$ cat src/fbpa_pkg.sv
// Shared types and constants for the fixed block pool allocator.
package fbpa_pkg;

  localparam int MAX_BLOCKS_DEF  = 256;
  localparam int OFFSET_BITS_DEF = 20;

  localparam int SIZE_W  = 13;
  localparam int COUNT_W = 9;
  localparam int REQ_W   = 20;

  localparam int CFG_IDX_W  = 2;
  localparam int CFG_DATA_W = 16;

  localparam int BLOCK_SIZE_RST  = 64;
  localparam int BLOCK_COUNT_RST = 256;

  localparam int QUEUE_DEPTH = 2;

  typedef enum logic [CFG_IDX_W-1:0] {
    REG_BLOCK_SIZE  = 2'd0,
    REG_BLOCK_COUNT = 2'd1
  } reg_idx_t;

  typedef enum logic [2:0] {
    ST_OK         = 3'd0,
    ST_TOO_LARGE  = 3'd1,
    ST_EMPTY      = 3'd2,
    ST_RANGE      = 3'd3,
    ST_MISALIGNED = 3'd4,
    ST_NULL       = 3'd5,
    ST_FULL       = 3'd6
  } status_t;

  typedef enum logic [1:0] {
    CMD_ALLOC  = 2'd0,
    CMD_FREE   = 2'd1,
    CMD_REPORT = 2'd2
  } cmd_t;

  // work handed from the front to the back
  typedef struct packed {
    cmd_t    cmd;
    status_t status;
  } qcmd_t;

  // free list condition seen by the top level
  typedef struct packed {
    logic list_empty;
    logic list_full;
  } bk_stat_t;

endpackage

$ cat src/fbpa_if.sv
// Channel interfaces: request, result and configuration write.
interface fbpa_in_if import fbpa_pkg::*; #(
  parameter int OFFSET_BITS = OFFSET_BITS_DEF
) ();
  logic                   valid;
  logic                   ready;
  logic                   kind;
  logic [REQ_W-1:0]       request_size;
  logic [OFFSET_BITS-1:0] release_offset;
  logic                   release_null;

  modport source (output valid, kind, request_size, release_offset, release_null,
                  input ready);
  modport sink   (input valid, kind, request_size, release_offset, release_null,
                  output ready);
endinterface

interface fbpa_out_if import fbpa_pkg::*; #(
  parameter int OFFSET_BITS = OFFSET_BITS_DEF
) ();
  logic                   valid;
  logic                   ready;
  status_t                status;
  logic [OFFSET_BITS-1:0] block_offset;

  modport source (output valid, status, block_offset, input ready);
  modport sink   (input valid, status, block_offset, output ready);
endinterface

interface fbpa_cfg_if import fbpa_pkg::*; ();
  logic                  valid;
  logic                  ready;
  logic [CFG_IDX_W-1:0]  index;
  logic [CFG_DATA_W-1:0] data;

  modport source (output valid, index, data, input ready);
  modport sink   (input valid, index, data, output ready);
endinterface

$ cat src/fbpa_front.sv
// Front end: takes request beats, runs the stateless checks and the offset divide.
module fbpa_front import fbpa_pkg::*; #(
  parameter  int MAX_BLOCKS  = MAX_BLOCKS_DEF,
  parameter  int OFFSET_BITS = OFFSET_BITS_DEF,
  localparam int IDX_W       = $clog2(MAX_BLOCKS),
  localparam int CNT_W       = $clog2(MAX_BLOCKS + 1),
  localparam int PB_W        = SIZE_W + CNT_W
) (
  input  logic              clk,
  input  logic              rst_n,
  fbpa_in_if.sink           in_ch,
  input  logic [SIZE_W-1:0] block_size,
  input  logic [PB_W-1:0]   pool_bytes,
  output logic              push_valid,
  input  logic              push_ready,
  output qcmd_t             push_cmd,
  output logic [IDX_W-1:0]  push_idx
);

  localparam int DC_W  = $clog2(OFFSET_BITS);
  localparam int CMP_W = PB_W + OFFSET_BITS;

  typedef enum logic [3:0] {
    F_IDLE  = 4'b0001,
    F_CHECK = 4'b0010,
    F_DIV   = 4'b0100,
    F_PUSH  = 4'b1000
  } front_state_t;

  front_state_t state_r, state_nxt;

  logic                   kind_r;
  logic [REQ_W-1:0]       req_r;
  logic [OFFSET_BITS-1:0] off_r;
  logic                   null_r;

  qcmd_t                  entry_r, entry_nxt;
  logic [IDX_W-1:0]       idx_r, idx_nxt;
  logic [SIZE_W-1:0]      rem_r, rem_nxt;
  logic [OFFSET_BITS-1:0] dvd_r, dvd_nxt;
  logic [DC_W-1:0]        cnt_r, cnt_nxt;

  logic [SIZE_W:0]          rem_sh;
  logic [SIZE_W:0]          divisor;
  logic                     sub_ok;
  logic [SIZE_W-1:0]        rem_step;
  logic [OFFSET_BITS-1:0]   quo_step;
  logic [IDX_W+OFFSET_BITS-1:0] quo_ext;
  logic [CMP_W-1:0]         off_ext;
  logic [CMP_W-1:0]         pb_ext;
  logic                     too_large;
  logic                     accept;

  assign in_ch.ready = (state_r == F_IDLE);
  assign accept      = in_ch.valid && in_ch.ready;

  assign push_valid = (state_r == F_PUSH);
  assign push_cmd   = entry_r;
  assign push_idx   = idx_r;

  // one restoring divide step per cycle, quotient shifts in behind the dividend
  assign divisor  = {1'b0, block_size};
  assign rem_sh   = {rem_r, dvd_r[OFFSET_BITS-1]};
  assign sub_ok   = (rem_sh >= divisor);
  assign rem_step = sub_ok ? SIZE_W'(rem_sh - divisor) : rem_sh[SIZE_W-1:0];
  assign quo_step = {dvd_r[OFFSET_BITS-2:0], sub_ok};
  assign quo_ext  = {{IDX_W{1'b0}}, quo_step};

  assign off_ext   = {{PB_W{1'b0}}, off_r};
  assign pb_ext    = {{OFFSET_BITS{1'b0}}, pool_bytes};
  assign too_large = (req_r > REQ_W'(block_size)) && (block_size != '0);

  always_comb begin
    state_nxt = state_r;
    entry_nxt = entry_r;
    idx_nxt   = idx_r;
    rem_nxt   = rem_r;
    dvd_nxt   = dvd_r;
    cnt_nxt   = cnt_r;
    unique case (state_r)
      F_IDLE: begin
        if (accept) state_nxt = F_CHECK;
      end
      F_CHECK: begin
        idx_nxt   = '0;
        state_nxt = F_PUSH;
        if (!kind_r) begin
          entry_nxt.cmd    = too_large ? CMD_REPORT : CMD_ALLOC;
          entry_nxt.status = too_large ? ST_TOO_LARGE : ST_OK;
        end else if (null_r) begin
          entry_nxt.cmd    = CMD_REPORT;
          entry_nxt.status = ST_NULL;
        end else if (off_ext >= pb_ext) begin
          entry_nxt.cmd    = CMD_REPORT;
          entry_nxt.status = ST_RANGE;
        end else begin
          rem_nxt   = '0;
          dvd_nxt   = off_r;
          cnt_nxt   = '0;
          state_nxt = F_DIV;
        end
      end
      F_DIV: begin
        rem_nxt = rem_step;
        dvd_nxt = quo_step;
        cnt_nxt = cnt_r + 1'b1;
        if (cnt_r == DC_W'(OFFSET_BITS - 1)) begin
          if (rem_step != '0) begin
            entry_nxt.cmd    = CMD_REPORT;
            entry_nxt.status = ST_MISALIGNED;
          end else begin
            entry_nxt.cmd    = CMD_FREE;
            entry_nxt.status = ST_OK;
          end
          idx_nxt   = quo_ext[IDX_W-1:0];
          state_nxt = F_PUSH;
        end
      end
      F_PUSH: begin
        if (push_ready) state_nxt = F_IDLE;
      end
      default: state_nxt = F_IDLE;
    endcase
  end

  always_ff @(posedge clk) begin
    if (!rst_n) begin
      state_r <= F_IDLE;
    end else begin
      state_r <= state_nxt;
    end
  end

  always_ff @(posedge clk) begin
    if (accept) begin
      kind_r <= in_ch.kind;
      req_r  <= in_ch.request_size;
      off_r  <= in_ch.release_offset;
      null_r <= in_ch.release_null;
    end
    entry_r <= entry_nxt;
    idx_r   <= idx_nxt;
    rem_r   <= rem_nxt;
    dvd_r   <= dvd_nxt;
    cnt_r   <= cnt_nxt;
  end

endmodule

$ cat src/fbpa_queue.sv
// Short command queue between the front end and the free list back end.
module fbpa_queue import fbpa_pkg::*; #(
  parameter int IDX_W = 8
) (
  input  logic             clk,
  input  logic             rst_n,
  input  logic             push_valid,
  output logic             push_ready,
  input  qcmd_t            push_cmd,
  input  logic [IDX_W-1:0] push_idx,
  output logic             pop_valid,
  input  logic             pop_ready,
  output qcmd_t            pop_cmd,
  output logic [IDX_W-1:0] pop_idx
);

  localparam int QP_W = (QUEUE_DEPTH > 1) ? $clog2(QUEUE_DEPTH) : 1;
  localparam int QC_W = $clog2(QUEUE_DEPTH + 1);

  qcmd_t            cmd_q [QUEUE_DEPTH];
  logic [IDX_W-1:0] idx_q [QUEUE_DEPTH];

  logic [QP_W-1:0] wr_ptr_r, wr_ptr_nxt;
  logic [QP_W-1:0] rd_ptr_r, rd_ptr_nxt;
  logic [QC_W-1:0] count_r, count_nxt;
  logic            do_push, do_pop;

  assign push_ready = (count_r != QC_W'(QUEUE_DEPTH));
  assign pop_valid  = (count_r != '0);
  assign do_push    = push_valid && push_ready;
  assign do_pop     = pop_valid && pop_ready;
  assign pop_cmd    = cmd_q[rd_ptr_r];
  assign pop_idx    = idx_q[rd_ptr_r];

  always_comb begin
    wr_ptr_nxt = wr_ptr_r;
    rd_ptr_nxt = rd_ptr_r;
    count_nxt  = count_r;
    if (do_push) begin
      wr_ptr_nxt = (wr_ptr_r == QP_W'(QUEUE_DEPTH - 1)) ? '0 : wr_ptr_r + 1'b1;
    end
    if (do_pop) begin
      rd_ptr_nxt = (rd_ptr_r == QP_W'(QUEUE_DEPTH - 1)) ? '0 : rd_ptr_r + 1'b1;
    end
    if (do_push && !do_pop) begin
      count_nxt = count_r + 1'b1;
    end else if (do_pop && !do_push) begin
      count_nxt = count_r - 1'b1;
    end
  end

  always_ff @(posedge clk) begin
    if (!rst_n) begin
      wr_ptr_r <= '0;
      rd_ptr_r <= '0;
      count_r  <= '0;
    end else begin
      wr_ptr_r <= wr_ptr_nxt;
      rd_ptr_r <= rd_ptr_nxt;
      count_r  <= count_nxt;
    end
  end

  always_ff @(posedge clk) begin
    if (do_push) begin
      cmd_q[wr_ptr_r] <= push_cmd;
      idx_q[wr_ptr_r] <= push_idx;
    end
  end

endmodule

$ cat src/fbpa_back.sv
// Back end: FIFO free list, pop and push, offset multiply and result register.
module fbpa_back import fbpa_pkg::*; #(
  parameter  int MAX_BLOCKS  = MAX_BLOCKS_DEF,
  parameter  int OFFSET_BITS = OFFSET_BITS_DEF,
  localparam int IDX_W       = $clog2(MAX_BLOCKS),
  localparam int CNT_W       = $clog2(MAX_BLOCKS + 1)
) (
  input  logic              clk,
  input  logic              rst_n,
  input  logic [SIZE_W-1:0] block_size,
  input  logic [CNT_W-1:0]  eff_count,
  input  logic              refill,
  input  logic              pop_valid,
  output logic              pop_ready,
  input  qcmd_t             pop_cmd,
  input  logic [IDX_W-1:0]  pop_idx,
  output bk_stat_t          stat,
  fbpa_out_if.source        out_ch
);

  localparam int DW     = CNT_W + 1;
  localparam int PROD_W = IDX_W + SIZE_W;
  localparam int RST_N  = (BLOCK_COUNT_RST > MAX_BLOCKS) ? MAX_BLOCKS : BLOCK_COUNT_RST;
  localparam int RST_T  = (RST_N == MAX_BLOCKS) ? 0 : RST_N;

  typedef enum logic [3:0] {
    B_IDLE = 4'b0001,
    B_READ = 4'b0010,
    B_MUL  = 4'b0100,
    B_OUT  = 4'b1000
  } back_state_t;

  back_state_t state_r, state_nxt;

  logic [IDX_W-1:0] mem [MAX_BLOCKS];

  logic [IDX_W-1:0] head_r, head_nxt;
  logic [IDX_W-1:0] tail_r, tail_nxt;
  logic [CNT_W-1:0] free_cnt_r, free_cnt_nxt;
  logic [CNT_W-1:0] pushed_r, pushed_nxt;

  logic [IDX_W-1:0]       rd_data_r;
  logic [IDX_W-1:0]       rd_addr_r;
  logic                   written_r;
  status_t                res_status_r, res_status_nxt;
  logic [OFFSET_BITS-1:0] res_off_r, res_off_nxt;

  logic                   out_valid_r;
  status_t                out_status_r;
  logic [OFFSET_BITS-1:0] out_off_r;

  logic mem_re, mem_we, load_out;
  logic [DW-1:0] head_w, n_w, wr_dist;
  logic written;
  logic [IDX_W-1:0] idx_sel;
  logic [PROD_W-1:0] prod;
  logic [PROD_W+OFFSET_BITS-1:0] prod_ext;
  logic list_full;

  assign pop_ready = (state_r == B_IDLE);
  assign list_full = (free_cnt_r == CNT_W'(MAX_BLOCKS));
  assign stat.list_empty = (free_cnt_r == '0);
  assign stat.list_full  = list_full;

  // entries not yet overwritten since the last fill still hold their own index;
  // pushes land at positions n, n+1, ... so the written span is tracked by count
  assign head_w  = DW'(head_r);
  assign n_w     = DW'(eff_count);
  assign wr_dist = (head_w >= n_w) ? head_w - n_w : head_w + DW'(MAX_BLOCKS) - n_w;
  assign written = (wr_dist < DW'(pushed_r));

  assign idx_sel  = written_r ? rd_data_r : rd_addr_r;
  assign prod     = PROD_W'(idx_sel) * PROD_W'(block_size);
  assign prod_ext = {{OFFSET_BITS{1'b0}}, prod};

  assign load_out = (state_r == B_OUT) && (!out_valid_r || out_ch.ready);

  assign out_ch.valid        = out_valid_r;
  assign out_ch.status       = out_status_r;
  assign out_ch.block_offset = out_off_r;

  always_comb begin
    state_nxt      = state_r;
    head_nxt       = head_r;
    tail_nxt       = tail_r;
    free_cnt_nxt   = free_cnt_r;
    pushed_nxt     = pushed_r;
    res_status_nxt = res_status_r;
    res_off_nxt    = res_off_r;
    mem_re         = 1'b0;
    mem_we         = 1'b0;
    unique case (state_r)
      B_IDLE: begin
        if (pop_valid) begin
          res_off_nxt = '0;
          state_nxt   = B_OUT;
          unique case (pop_cmd.cmd)
            CMD_ALLOC: begin
              if (free_cnt_r == '0) begin
                res_status_nxt = ST_EMPTY;
              end else begin
                mem_re         = 1'b1;
                head_nxt       = (head_r == IDX_W'(MAX_BLOCKS - 1)) ? '0 : head_r + 1'b1;
                free_cnt_nxt   = free_cnt_r - 1'b1;
                res_status_nxt = ST_OK;
                state_nxt      = B_READ;
              end
            end
            CMD_FREE: begin
              if (list_full) begin
                res_status_nxt = ST_FULL;
              end else begin
                mem_we         = 1'b1;
                tail_nxt       = (tail_r == IDX_W'(MAX_BLOCKS - 1)) ? '0 : tail_r + 1'b1;
                free_cnt_nxt   = free_cnt_r + 1'b1;
                pushed_nxt     = (pushed_r == CNT_W'(MAX_BLOCKS)) ? pushed_r
                                                                  : pushed_r + 1'b1;
                res_status_nxt = ST_OK;
              end
            end
            default: res_status_nxt = pop_cmd.status;
          endcase
        end
      end
      B_READ: state_nxt = B_MUL;
      B_MUL: begin
        res_off_nxt = prod_ext[OFFSET_BITS-1:0];
        state_nxt   = B_OUT;
      end
      B_OUT: begin
        if (load_out) state_nxt = B_IDLE;
      end
      default: state_nxt = B_IDLE;
    endcase
    if (refill) begin
      head_nxt     = '0;
      tail_nxt     = (eff_count == CNT_W'(MAX_BLOCKS)) ? '0 : IDX_W'(eff_count);
      free_cnt_nxt = eff_count;
      pushed_nxt   = '0;
    end
  end

  always_ff @(posedge clk) begin
    if (!rst_n) begin
      state_r     <= B_IDLE;
      head_r      <= '0;
      tail_r      <= IDX_W'(RST_T);
      free_cnt_r  <= CNT_W'(RST_N);
      pushed_r    <= '0;
      out_valid_r <= 1'b0;
    end else begin
      state_r    <= state_nxt;
      head_r     <= head_nxt;
      tail_r     <= tail_nxt;
      free_cnt_r <= free_cnt_nxt;
      pushed_r   <= pushed_nxt;
      if (load_out) begin
        out_valid_r <= 1'b1;
      end else if (out_ch.ready) begin
        out_valid_r <= 1'b0;
      end
    end
  end

  always_ff @(posedge clk) begin
    if (mem_we) begin
      mem[tail_r] <= pop_idx;
    end
    if (mem_re) begin
      rd_data_r <= mem[head_r];
    end
  end

  always_ff @(posedge clk) begin
    if (mem_re) begin
      rd_addr_r <= head_r;
      written_r <= written;
    end
    res_status_r <= res_status_nxt;
    res_off_r    <= res_off_nxt;
    if (load_out) begin
      out_status_r <= res_status_r;
      out_off_r    <= res_off_r;
    end
  end

endmodule

$ cat src/fixed_block_pool_allocator.sv
// Fixed block pool allocator: one status beat per request, allocate pops a FIFO free list,
// release pushes a checked block index back. A release runs through the radix-2 divider in
// the front end, which works out the block index and alignment one bit per cycle. A short
// queue separates the front end from the free list, so a new request can be checked while
// the previous one is still in the back end or its result waits on the output register.
// The free list needs no clearing pass: a block_count write (or reset) restarts it at once,
// entries not yet written since then read back as their own index.
module fixed_block_pool_allocator import fbpa_pkg::*; #(
  parameter int MAX_BLOCKS  = MAX_BLOCKS_DEF,
  parameter int OFFSET_BITS = OFFSET_BITS_DEF
) (
  input  logic        clk,
  input  logic        rst_n,
  fbpa_in_if.sink     in_ch,
  fbpa_out_if.source  out_ch,
  fbpa_cfg_if.sink    cfg_ch
);

  localparam int IDX_W = $clog2(MAX_BLOCKS);
  localparam int CNT_W = $clog2(MAX_BLOCKS + 1);
  localparam int PB_W  = SIZE_W + CNT_W;

  logic [SIZE_W-1:0]  block_size_r;
  logic [COUNT_W-1:0] block_count_r;
  logic               refill_r;
  logic [CNT_W-1:0]   eff_count;
  logic [PB_W-1:0]    pool_bytes_r;
  logic               cfg_we;

  logic             f_push_valid, f_push_ready;
  qcmd_t            f_push_cmd;
  logic [IDX_W-1:0] f_push_idx;
  logic             q_pop_valid, q_pop_ready;
  qcmd_t            q_pop_cmd;
  logic [IDX_W-1:0] q_pop_idx;
  bk_stat_t         bk_stat;

  assign cfg_ch.ready = 1'b1;
  assign cfg_we       = cfg_ch.valid && cfg_ch.ready;

  assign eff_count = (32'(block_count_r) > MAX_BLOCKS) ? CNT_W'(MAX_BLOCKS)
                                                       : CNT_W'(block_count_r);

  always_ff @(posedge clk) begin
    if (!rst_n) begin
      block_size_r  <= SIZE_W'(BLOCK_SIZE_RST);
      block_count_r <= COUNT_W'(BLOCK_COUNT_RST);
      refill_r      <= 1'b0;
    end else begin
      refill_r <= 1'b0;
      if (cfg_we) begin
        case (cfg_ch.index)
          REG_BLOCK_SIZE:  block_size_r <= cfg_ch.data[SIZE_W-1:0];
          REG_BLOCK_COUNT: begin
            block_count_r <= cfg_ch.data[COUNT_W-1:0];
            refill_r      <= 1'b1;
          end
          default: ;
        endcase
      end
    end
  end

  // pool size only moves with configuration, so a registered product is enough
  always_ff @(posedge clk) begin
    pool_bytes_r <= PB_W'(block_size_r) * PB_W'(eff_count);
  end

  fbpa_front #(
    .MAX_BLOCKS  (MAX_BLOCKS),
    .OFFSET_BITS (OFFSET_BITS)
  ) u_front (
    .clk        (clk),
    .rst_n      (rst_n),
    .in_ch      (in_ch),
    .block_size (block_size_r),
    .pool_bytes (pool_bytes_r),
    .push_valid (f_push_valid),
    .push_ready (f_push_ready),
    .push_cmd   (f_push_cmd),
    .push_idx   (f_push_idx)
  );

  fbpa_queue #(
    .IDX_W (IDX_W)
  ) u_queue (
    .clk        (clk),
    .rst_n      (rst_n),
    .push_valid (f_push_valid),
    .push_ready (f_push_ready),
    .push_cmd   (f_push_cmd),
    .push_idx   (f_push_idx),
    .pop_valid  (q_pop_valid),
    .pop_ready  (q_pop_ready),
    .pop_cmd    (q_pop_cmd),
    .pop_idx    (q_pop_idx)
  );

  fbpa_back #(
    .MAX_BLOCKS  (MAX_BLOCKS),
    .OFFSET_BITS (OFFSET_BITS)
  ) u_back (
    .clk        (clk),
    .rst_n      (rst_n),
    .block_size (block_size_r),
    .eff_count  (eff_count),
    .refill     (refill_r),
    .pop_valid  (q_pop_valid),
    .pop_ready  (q_pop_ready),
    .pop_cmd    (q_pop_cmd),
    .pop_idx    (q_pop_idx),
    .stat       (bk_stat),
    .out_ch     (out_ch)
  );

`ifndef SYNTHESIS
  // only a successful allocate carries an offset
  a_offset_zero: assert property (@(posedge clk) disable iff (!rst_n)
    out_ch.valid && out_ch.status != ST_OK |-> out_ch.block_offset == '0)
    else $error("nonzero offset on a failed or release beat");

  // a refill with a nonzero count leaves blocks to hand out
  a_refill_nonempty: assert property (@(posedge clk) disable iff (!rst_n)
    $past(refill_r) && eff_count != '0 |-> !bk_stat.list_empty)
    else $error("free list empty after refill");

  a_empty_full: assert property (@(posedge clk) disable iff (!rst_n)
    !(bk_stat.list_empty && bk_stat.list_full))
    else $error("free list both empty and full");

  // the front end holds one request at a time
  a_front_busy: assert property (@(posedge clk) disable iff (!rst_n)
    in_ch.valid && in_ch.ready |=> !in_ch.ready)
    else $error("request beat taken while front end busy");
`endif

endmodule
$ cat src/flat_wrapper.sv
// flat-port wrapper written by rule: the top's interface ports become plain ports
module fixed_block_pool_allocator_flat import fbpa_pkg::*;
#(
  parameter int MAX_BLOCKS  = MAX_BLOCKS_DEF,
  parameter int OFFSET_BITS = OFFSET_BITS_DEF
)
  (clk, rst_n, in_ch_valid, in_ch_kind, in_ch_request_size, in_ch_release_offset, in_ch_release_null, in_ch_ready, out_ch_valid, out_ch_status, out_ch_block_offset, out_ch_ready, cfg_ch_valid, cfg_ch_index, cfg_ch_data, cfg_ch_ready);
  fbpa_in_if #(.OFFSET_BITS(OFFSET_BITS)) in_ch_i ();
  fbpa_out_if #(.OFFSET_BITS(OFFSET_BITS)) out_ch_i ();
  fbpa_cfg_if cfg_ch_i ();
  input  logic clk;
  input  logic rst_n;
  input wire logic [$bits(in_ch_i.valid)-1:0] in_ch_valid;
  input wire logic [$bits(in_ch_i.kind)-1:0] in_ch_kind;
  input wire logic [$bits(in_ch_i.request_size)-1:0] in_ch_request_size;
  input wire logic [$bits(in_ch_i.release_offset)-1:0] in_ch_release_offset;
  input wire logic [$bits(in_ch_i.release_null)-1:0] in_ch_release_null;
  output wire logic [$bits(in_ch_i.ready)-1:0] in_ch_ready;
  output wire logic [$bits(out_ch_i.valid)-1:0] out_ch_valid;
  output wire logic [$bits(out_ch_i.status)-1:0] out_ch_status;
  output wire logic [$bits(out_ch_i.block_offset)-1:0] out_ch_block_offset;
  input wire logic [$bits(out_ch_i.ready)-1:0] out_ch_ready;
  input wire logic [$bits(cfg_ch_i.valid)-1:0] cfg_ch_valid;
  input wire logic [$bits(cfg_ch_i.index)-1:0] cfg_ch_index;
  input wire logic [$bits(cfg_ch_i.data)-1:0] cfg_ch_data;
  output wire logic [$bits(cfg_ch_i.ready)-1:0] cfg_ch_ready;
  assign in_ch_i.valid = in_ch_valid;
  assign in_ch_i.kind = in_ch_kind;
  assign in_ch_i.request_size = in_ch_request_size;
  assign in_ch_i.release_offset = in_ch_release_offset;
  assign in_ch_i.release_null = in_ch_release_null;
  assign in_ch_ready = in_ch_i.ready;
  assign out_ch_valid = out_ch_i.valid;
  assign out_ch_status = out_ch_i.status;
  assign out_ch_block_offset = out_ch_i.block_offset;
  assign out_ch_i.ready = out_ch_ready;
  assign cfg_ch_i.valid = cfg_ch_valid;
  assign cfg_ch_i.index = cfg_ch_index;
  assign cfg_ch_i.data = cfg_ch_data;
  assign cfg_ch_ready = cfg_ch_i.ready;
  fixed_block_pool_allocator #(.MAX_BLOCKS(MAX_BLOCKS), .OFFSET_BITS(OFFSET_BITS)) u_core (.clk(clk), .rst_n(rst_n), .in_ch(in_ch_i), .out_ch(out_ch_i), .cfg_ch(cfg_ch_i));
endmodule
$ cat config.mk
export PLATFORM = sky130hd
export DESIGN_NAME = fixed_block_pool_allocator_flat
export DESIGN_NICKNAME = d
export VERILOG_FILES = /design/src/fbpa_pkg.sv /design/src/fbpa_if.sv /design/src/fbpa_front.sv /design/src/fbpa_queue.sv /design/src/fbpa_back.sv /design/src/fixed_block_pool_allocator.sv /design/src/flat_wrapper.sv
export SDC_FILE = /design/constraint.sdc
export NUM_CORES = 2
export LEC_CHECK = 0
export BUFFER_PORTS_ARGS = -buffer_cell sky130_fd_sc_hd__buf_2
export CORE_MARGIN = 2
export CORE_UTILIZATION = 55
export CTS_BUF_LIST = sky130_fd_sc_hd__clkbuf_4 sky130_fd_sc_hd__clkbuf_8 sky130_fd_sc_hd__clkbuf_16
export DETAILED_ROUTE_END_ITERATION = 16
export PLACE_DENSITY = 0.68
export SLEW_MARGIN = 20
export SYNTH_ARGS = -nofsm -noshare
export SYNTH_HDL_FRONTEND = slang
export SYNTH_HIERARCHICAL = 1
export SYNTH_SLANG_ARGS = --single-unit
$ cat constraint.sdc
create_clock -name clk -period 6.05 [get_ports clk]
set_clock_uncertainty 0.15 [all_clocks]
set_input_delay 0.3025 -clock clk [delete_from_list [all_inputs] [get_ports clk]]
set_output_delay 0.3025 -clock clk [all_outputs]
set_load 0.01 [all_outputs]
==> impl_metrics.ini <==
[logic_synthesis]
synthesis.nets = 6182
mappedNetlistArea_mm2 = 0.0997
postSynthAreaPerCell_um2 = 17.2
synth_cells = 5812
synthesis.yosys.warnings = 6

[timing]
finalHoldViolCount = 0
timing.fmax_mhz = 179
finalWorstPathRequiredPeriod_ps = 5600
post_route_setup_tns_ps = 0
slew-limit-headroom_pct = 17.8
finalSetupViolations = 0
grt_setup_unrepaired = false
timing.final.crit_share_pct = 92.5
slew_viol_final = 0
tightestPinTransition_ps = 1230

[clocking]
clock_tree_root_driver_cell = sky130_fd_sc_hd__clkbuf_16
clk_transition_reported_paths_ps = 60
cts_htree_levels = 4
postCtsSetupRepairBufs = 0
cts_tree = built
max-clock-path-buffers = 3
cts_inserted_buffers = 228
clock_insertion_delay_worst_skew_ps = 890
cts.sinks = 2323

[global_route]
grt_max_degree = 236
first_global_vias = 54896
grt_total_ovfl = 0
grt_pass1_wl_um = 375000
grt_antenna_before_repair = 7
grt_util_all_layers_pct = 27.8

[worst_setup_path]
worst-endpoint-required_ps = 6490
timing.critical_path.max_delay_family = adder cells
timing.critical_path.cells = mux2_2 > and2_1 > fa_1 > fa_1 > fa_1 > inv_1 > fa_1 > inv_1 > ha_1 > or3_1 > o311ai_0 > buf_4 > o21ai_0 > o41a_1 > xnor2_1 > nor2_1
critical_path.startpoint_type = flop
worst_path_max_delay_cell = sky130_fd_sc_hd__edfxtp_1
cpPeakStageDelay_ps = 580
worst_setup_path_end_kind = flop
timing.critical_path.mode_cell = sky130_fd_sc_hd__fa_1
cp_max_fo = 13
worst-endpoint-arrival_ps = 6040
worstPathBufferInverterCount = 3
critPathKind = reg -> reg

[power]
power_per_cell_area_mw_per_mm2 = 336
ir_worst_vdd_mv = 0.281
final_total_pwr_w = 0.0375
power_leakage_nw = 36.7

[floorplan]
die_width_um = 430
io_pins = 91
design.die.area_mm2 = 0.185
die-height_um = 430
floorplan.rows = 156
floorplan.initialDensity_pct = 55.2
floorplan.core_area_mm2 = 0.181

[placed_design]
dp.cells = 8165
port_buffer_cells = 86
placed_cell_area_mm2 = 0.103
gp_congestion = 0.874
post-dp-hpwl_um = 159000

[routing]
viasPerCell = 6.36
antenna_violating_nets_post_route = 0
drt_iter0_drc = 6079
remaining_drc_errors = 0
vias = 55336
drt_pass1_iterations = 6
route.final.wire_length_um = 257000
route.detailed.wl_per_inst_um = 29.6

[cells_and_area]
final_core_util_pct = 61.9
area_growth_pct = 12.0
drive_gt1_share_pct = 18.2
finish.net_count = 6502
stdcell_area_mm2 = 0.112
stdcell_count = 8694

[job]
maxCapViolations = 0

[outcome]
run_status = finished clean

[worst_hold_path]
hp-class = in -> reg
## final timing paths
path | from | endpoint | slack (ps) | cells past startpoint
setup / recovery | u_core/u_back/written_r | u_core/u_back/res_off_r[17] | 450 | 16
hold / removal | in_ch_request_size[15] | u_core/u_front/req_r[15] | 40 | 2
setup reg to reg | u_core/u_back/written_r | u_core/u_back/res_off_r[17] | 450 | 16
hold reg to reg | u_core/u_back/res_off_r[6] | u_core/u_back/out_ch.block_offset[6] | 270 | 0
## metrics by stage
| stage | setup slack [ps] | hold WS (ps) |
|---|---|---|
| 2_1_floorplan | 546 | 214 |
| 3_3_place_gp | 442 | 255 |
| 3_5_place_dp | 451 | 255 |
| 4_1_cts | 463 | 0.0197 |
| 5_1_grt | 229 | 8.79 |
| 6_report | 451 | 41.1 |
## where the power goes
group / internal (W) / switching [W]
Sequential: 0.0191 / 0.000177
Clock: 0.00787 / 0.00605
Combinational: 0.00139 / 0.00295
Total: 0.0283 / 0.00918
## worst reg2reg max path, stage by stage (launching register included)
cell and delay [ps]:
sky130_fd_sc_hd__edfxtp_1 580, sky130_fd_sc_hd__mux2_2 500, sky130_fd_sc_hd__and2_1 220, sky130_fd_sc_hd__fa_1 560
sky130_fd_sc_hd__fa_1 450, sky130_fd_sc_hd__fa_1 500, sky130_fd_sc_hd__inv_1 50, sky130_fd_sc_hd__fa_1 470
sky130_fd_sc_hd__inv_1 40, sky130_fd_sc_hd__ha_1 200, sky130_fd_sc_hd__or3_1 380, sky130_fd_sc_hd__o311ai_0 370
sky130_fd_sc_hd__buf_4 200, sky130_fd_sc_hd__o21ai_0 140, sky130_fd_sc_hd__o41a_1 360, sky130_fd_sc_hd__xnor2_1 140
sky130_fd_sc_hd__nor2_1 50
## layout make-up
class / instances / area, um^2
fillers: 12735 / 68900
flip-flops and latches: 2323 / 68800
multi-input cells: 2944 / 28300
clock buffers: 269 / 6040
repair buffers: 388 / 3270
well taps: 2370 / 2970
clock inverters: 149 / 1380
inverters: 247 / 928
diodes: 4 / 10.0
## cells in the final DEF (no fill, tap or decap), types with 19 or more instances in the layout
master and n:
sky130_fd_sc_hd__a221oi_1 54, sky130_fd_sc_hd__clkbuf_4 39, sky130_fd_sc_hd__buf_4 175, sky130_fd_sc_hd__clkinv_2 48, sky130_fd_sc_hd__ha_1 159, sky130_fd_sc_hd__o211ai_1 26, sky130_fd_sc_hd__mux2i_1 210, sky130_fd_sc_hd__buf_12 20
sky130_fd_sc_hd__mux4_2 403, sky130_fd_sc_hd__edfxtp_1 2230, sky130_fd_sc_hd__nand2_1 353, sky130_fd_sc_hd__nand3_1 64, sky130_fd_sc_hd__xnor2_1 44, sky130_fd_sc_hd__and2_1 121, sky130_fd_sc_hd__o22ai_1 46, sky130_fd_sc_hd__a21oi_1 166
sky130_fd_sc_hd__nor3_1 45, sky130_fd_sc_hd__a22oi_1 50, sky130_fd_sc_hd__nand2b_1 27, sky130_fd_sc_hd__dlygate4sd3_1 104, sky130_fd_sc_hd__nor2_1 390, sky130_fd_sc_hd__clkinv_1 61, sky130_fd_sc_hd__nor2b_1 78, sky130_fd_sc_hd__mux4_1 19
sky130_fd_sc_hd__a21o_1 32, sky130_fd_sc_hd__fa_1 146, sky130_fd_sc_hd__mux2_2 28, sky130_fd_sc_hd__dfxtp_1 86, sky130_fd_sc_hd__o21ai_0 109, sky130_fd_sc_hd__a211oi_1 30, sky130_fd_sc_hd__inv_1 243, sky130_fd_sc_hd__buf_2 86
sky130_fd_sc_hd__clkbuf_16 229, sky130_fd_sc_hd__nand4_1 20, sky130_fd_sc_hd__xor2_1 21
## flip-flops by register name, indices dropped and copies added, names as in the netlist, 9 cells and up, named ones only
signal / cells
u_core/u_back/mem: 2048
u_core/pool_bytes_r: 22
u_core/u_back/out_ch.block_offset: 20
u_core/u_back/res_off_r: 20
u_core/u_front/dvd_r: 20
u_core/u_front/off_r: 20
u_core/u_front/req_r: 20
u_core/u_queue/idx_q: 16
u_core/block_size_r: 13
u_core/u_front/rem_r: 13
u_core/u_queue/cmd_q: 10
u_core/block_count_r: 9
u_core/u_back/free_cnt_r: 9
u_core/u_back/pushed_r: 9
## layer usage
layer / vias up / GRT usage, % / wire length (um)
met5: - / 0 / 34
met1: 28816 / 38.5 / 99600
met4: 4 / 11.0 / 10800
met3: 493 / 5.06 / 23100
li1: 23291 / - / -
met2: 2732 / 44.4 / 123000
## what timing repair did
action,CTS,global route
hold buffers,104,0
resized for setup,0,0
setup endpoints to repair,0,0
endpoints found under the hold margin,110,0
No activity file was read; power rests on OpenSTA's default activity.
